File: src/rtl/imu_tilt_pkg.sv
package imu_tilt_pkg;

    localparam int CORDIC_STEPS = 16;
    localparam int RUN_STEPS    = (CORDIC_STEPS > 24) ? 24 : CORDIC_STEPS;
    localparam int STEP_W       = $clog2(RUN_STEPS + 1);
    localparam int CORDIC_W     = 37;
    localparam int ANG_W        = 28;
    localparam int ANG_MAX      = 46080;

    // gyro scale: floor(n * 250000 / 57295) == (n * RATE_RECIP) >> RATE_SHIFT, n <= 32768
    localparam int          RATE_SHIFT = 31;
    localparam logic [33:0] RATE_RECIP = 34'd9370292557;

    localparam logic [1:0] CFG_ACCEL_RANGE   = 2'd0;
    localparam logic [1:0] CFG_GYRO_RANGE    = 2'd1;
    localparam logic [1:0] CFG_BLEND_WEIGHT  = 2'd2;
    localparam logic [1:0] CFG_SAMPLE_PERIOD = 2'd3;

    typedef enum logic [2:0] {
        ST_IDLE,
        ST_SCALE,
        ST_RATE,
        ST_CORDIC,
        ST_PRED,
        ST_BLEND,
        ST_OUT
    } t_state;

    typedef struct packed {
        logic start;
        logic done;
    } t_lane_ctl;

    function automatic logic [ANG_W-1:0] atan_entry(input logic [4:0] idx);
        logic [ANG_W-1:0] v;
        case (idx)
            5'd0:  v = 28'd2949120;
            5'd1:  v = 28'd1740967;
            5'd2:  v = 28'd919879;
            5'd3:  v = 28'd466945;
            5'd4:  v = 28'd234379;
            5'd5:  v = 28'd117304;
            5'd6:  v = 28'd58666;
            5'd7:  v = 28'd29335;
            5'd8:  v = 28'd14668;
            5'd9:  v = 28'd7334;
            5'd10: v = 28'd3667;
            5'd11: v = 28'd1833;
            5'd12: v = 28'd917;
            5'd13: v = 28'd458;
            5'd14: v = 28'd229;
            5'd15: v = 28'd115;
            5'd16: v = 28'd57;
            5'd17: v = 28'd29;
            5'd18: v = 28'd14;
            5'd19: v = 28'd7;
            5'd20: v = 28'd4;
            5'd21: v = 28'd2;
            5'd22: v = 28'd1;
            default: v = 28'd0;
        endcase
        return v;
    endfunction

    function automatic logic signed [16:0] sat_ang(input logic signed [47:0] v);
        logic signed [16:0] r;
        if (v > 48'sd46080) begin
            r = 17'sd46080;
        end else if (v < -48'sd46080) begin
            r = -17'sd46080;
        end else begin
            r = v[16:0];
        end
        return r;
    endfunction

endpackage

File: src/rtl/imu_tilt_blend.sv
// Merge stage: gyro prediction and weighted blend for one angle, sequenced.
module imu_tilt_blend (
    input  logic                i_clk,
    input  logic                i_phase,   // 0: prediction, 1: blend
    input  logic                i_en,
    input  logic signed [16:0]  i_old,
    input  logic signed [16:0]  i_acc,
    input  logic signed [18:0]  i_rate,
    input  logic [16:0]         i_weight,
    input  logic [24:0]         i_period,
    output logic signed [16:0]  o_angle
);
    logic signed [44:0] w_prod;
    logic signed [19:0] r_pred;
    logic signed [19:0] w_inc;
    logic signed [50:0] w_sum;

    assign w_prod = 45'(i_rate * $signed({1'b0, i_period}));
    assign w_inc = 20'((w_prod + 45'sd134217728) >>> 28);
    assign w_sum = 51'($signed({1'b0, i_weight}) * i_acc)
                 + 51'($signed({1'b0, 17'(18'd65536 - 18'(i_weight))}) * r_pred)
                 + 51'sd32768;

    always_ff @(posedge i_clk) begin
        if (i_en) begin
            if (!i_phase) begin
                r_pred <= 20'(i_old) + w_inc;
            end else begin
                o_angle <= imu_tilt_pkg::sat_ang(48'(w_sum >>> 16));
            end
        end
    end
endmodule

File: config.mk
export PLATFORM = sky130hd
export DESIGN_NAME = imu_tilt_blend
export DESIGN_NICKNAME = d
export VERILOG_FILES = /design/src/rtl/imu_tilt_pkg.sv /design/src/rtl/imu_tilt_blend.sv
export SDC_FILE = /design/constraint.sdc
export NUM_CORES = 2
export LEC_CHECK = 0
export BUFFER_PORTS_ARGS = -buffer_cell sky130_fd_sc_hd__buf_4
export CORE_MARGIN = 4
export CORE_UTILIZATION = 33
export CTS_CLUSTER_SIZE = 12
export DETAILED_ROUTE_END_ITERATION = 8
export PLACE_DENSITY_LB_ADDON = 0.3
export SYNTH_ARGS = -nofsm -noshare
export SYNTH_HDL_FRONTEND = slang
export SYNTH_SLANG_ARGS = --single-unit
File: constraint.sdc
create_clock -name i_clk -period 14.9 [get_ports i_clk]
set_input_delay 2.98 -clock i_clk [delete_from_list [all_inputs] [get_ports i_clk]]
set_output_delay 2.98 -clock i_clk [all_outputs]
set_load 0.1 [all_outputs]
==> flow_metrics.env <==
export IMPL_run_status="finished clean"
export IMPL_start_util=0.335
export IMPL_clkLatencyLatePin_ns=0.30
export IMPL_wl_per_cell_um=17.9
export IMPL_final_hold_violation_count=0
export IMPL_first_global_vias=29000
export IMPL_r2r_end="o_angle[0]"
export IMPL_dieWidth_um=344
export IMPL_drt_first_pass_iters=6
export IMPL_pin_count=115
export IMPL_period_minus_slack_ns=12.79
export IMPL_cts_tree="yes"
export IMPL_dp_cells=5517
export IMPL_holdPathEnd="o_angle[16]"
export IMPL_grt_pass1_wl_mm=162
export IMPL_root_buffer="clkbuf_16"
export IMPL_cp_max_fo=21
export IMPL_yosysSeqAreaShare=0.0282
export IMPL_cap_violations=0
export IMPL_top_usage_layer="met2"
export IMPL_slew_headroom=0.199
export IMPL_max_freq_mhz=78.2
export IMPL_yosys_area_top_type="fa_1"
export IMPL_grt_total_usage=0.175
export IMPL_post_cts_buffers=0
export IMPL_gr_usage_met1=0.229
export IMPL_setup_tns_ns=0
export IMPL_hpwlAfterDp_mm=80.0
export IMPL_stdcell_count=5527
export IMPL_drive_above_1_share=0.0382
export IMPL_synth_top_area_share=0.496
export IMPL_syn_num_nets=5509
export IMPL_row_count=122
export IMPL_finalMaxSlewViolations=0
export IMPL_netlist_area_sq_mm=0.0372
export IMPL_grt_start_max_net_pins=39
export IMPL_h_tree_depth=2
export IMPL_cts_buffer_depth=2
export IMPL_holdPathStages=7
export IMPL_cts_resized=0
export IMPL_worst_slew_pin_slew_ns=1.20
export IMPL_rrSetupSlack_ns=5.81
export IMPL_synth_avg_cell_area_sq_um=9.11
export IMPL_clk_pin_slew_ns=0.06
export IMPL_grtUsageMet2=0.304
export IMPL_grt_antenna_before_repair=13
export IMPL_core_sq_mm=0.111
export IMPL_areaGrowthSynthToFinish_pct=6.12
export IMPL_cts_made_buffers=5
export IMPL_gp_congestion=0.896
export IMPL_holdCritPathClass="reg2reg"
export IMPL_vias=26300
export IMPL_fin_crit_sh=0.858
export IMPL_clock_sinks=35
export IMPL_setup_viol=0
export IMPL_cp_slowest_cell="a2bb2oi_1"
export IMPL_nets=5458
export IMPL_port_buffers=114
export IMPL_rr_startpoint="r_pred[17]"
export IMPL_startpoint_type="input port"
export IMPL_die_y_um=344
export IMPL_skew_ns=0.0124
export IMPL_grt_ovfl_total=0
export IMPL_yosys_warnings=0
export IMPL_hold_path_startpoint="r_pred[17]"
export IMPL_worstSetupPathType="in2reg"
export IMPL_rsz0062_at_grt="no"
export IMPL_synth_area_leaders="fa_1, ha_1, inv_1"
export IMPL_viasPerCell=4.76
export IMPL_hold_buffers=0
export IMPL_arrival_ns=12.80
export IMPL_synth_edf_count=35
export IMPL_end_kind="register"
export IMPL_drt_wl_total_mm=98.9
export IMPL_n_fill_cell=11400
export IMPL_ys_flop_type="edfxtp_1"
export IMPL_crit_buf_inv=5
export IMPL_synth_seq_cells=35
export IMPL_synth_async_sr_flop_share=0
export IMPL_drtIter0Drc=1159
export IMPL_fp_dieArea_sq_mm=0.118
export IMPL_startpoint="i_weight[2]"
export IMPL_crit_family="adder cells"
export IMPL_remaining_drc_errors=0
export IMPL_use_met3=0.0257
export IMPL_reg2regPathDepth=23
export IMPL_critPathMaxStageDelay_ns=0.83
export IMPL_ys_types=75
export IMPL_crit_top_cell="fa_1"
export IMPL_netlist_instances=4087
export IMPL_antenna_left=0
export IMPL_cp_data_required_time_ns=14.91
[metal layers]
layer / wire length (um) / up-vias
met1: 41800 / 13800
met2: 49300 / 543
met4: 2530 / 12
met3: 5190 / 111
li1: - / 11800
met5: 160 / -
[worst max path at each step]
stage | cells after the start | endpoint
4_1_cts | 30 | o_angle[0]
3_5_place_dp | 30 | o_angle[0]
5_1_grt | 30 | o_angle[2]
2_1_floorplan | 30 | o_angle[10]
6_report | 31 | o_angle[0]
3_3_place_gp | 31 | o_angle[2]
[logic make-up (layout without fill, tap and decap cells)]
kind of cell | after synthesis | count (layout) | share of synthesized area
AND/OR/NAND/NOR | 1260 | 1260 | 0.166
XOR/XNOR | 65 | 65 | 0.0153
adder cells (fa/ha/maj) | 1324 | 1324 | 0.631
buffers and inverters | 1198 | 1147 | 0.121
AO/OA/AOI/OAI | 205 | 205 | 0.0383
other | 0 | 3 | 0
flip-flops | 35 | 35 | 0.0282
[metrics by stage]
stage	cell area [sq um]	util	hold WS, ns	setup slack (ns)
2_1_floorplan	37200	-	1.13	2.85
3_3_place_gp	39400	0.354	1.91	1.94
3_5_place_dp	39400	0.354	1.92	1.88
4_1_cts	39500	0.355	1.93	2.18
5_1_grt	39500	0.355	2.06	1.52
6_report	39500	0.355	1.92	2.11
[sequential cells by signal, summed over array words and instances, names as in the netlist]
register and count:
r_pred 18, o_angle 17
[layout by cell type, fill, tap and decap left out, types with 19 or more instances in the layout]
cell type and n:
a21oi_1 49, xor2_1 20, nand3_1 19, nor3_1 20
xnor2_1 40, and2_1 433, inv_1 1012, o21ai_0 29
nand2b_1 45, nand2_1 601, edfxtp_1 35, fa_1 923
ha_1 401, a21o_1 29, nor2_1 68, nor2b_1 26
buf_4 125
[worst register-to-register path: cells and delay by family (launching register included)]
family	cells	cell delay (ns)
xor gates and xnor gates	1	0.35
buffers and inverters	2	0.83
DFF	1	0.37
and+or+nand+nor	2	0.43
AOI/OAI and AO/OA	9	2.63
adders and majority gates	9	4.21
[Yosys cell counts (29+ instances only)]
cell type and count:
and2_1 433, fa_1 923, a21o_1 29, clkbuf_1 176
nor2_1 68, a21oi_1 49, inv_1 1012, nand2b_1 45
o21ai_0 29, ha_1 401, edfxtp_1 35, xnor2_1 43
nand2_1 601
[area by class of cell]
cell class                 instances  area, sq um  share of cell area
multi-input combinational       2854        31700               0.803
inverter                        1015         3810              0.0964
tap                             1488         1860              0.0471
sequential                        35         1050              0.0266
timing repair buffer             125          938              0.0237
clock buffer                       5          125             0.00317
clock inverter                     2         8.76            0.000222
antenna                            3         7.51            0.000190
Power is left out: the tool's default activity adds up to more than one toggle a clock period on the data nets, which glitch-free logic cannot reach.
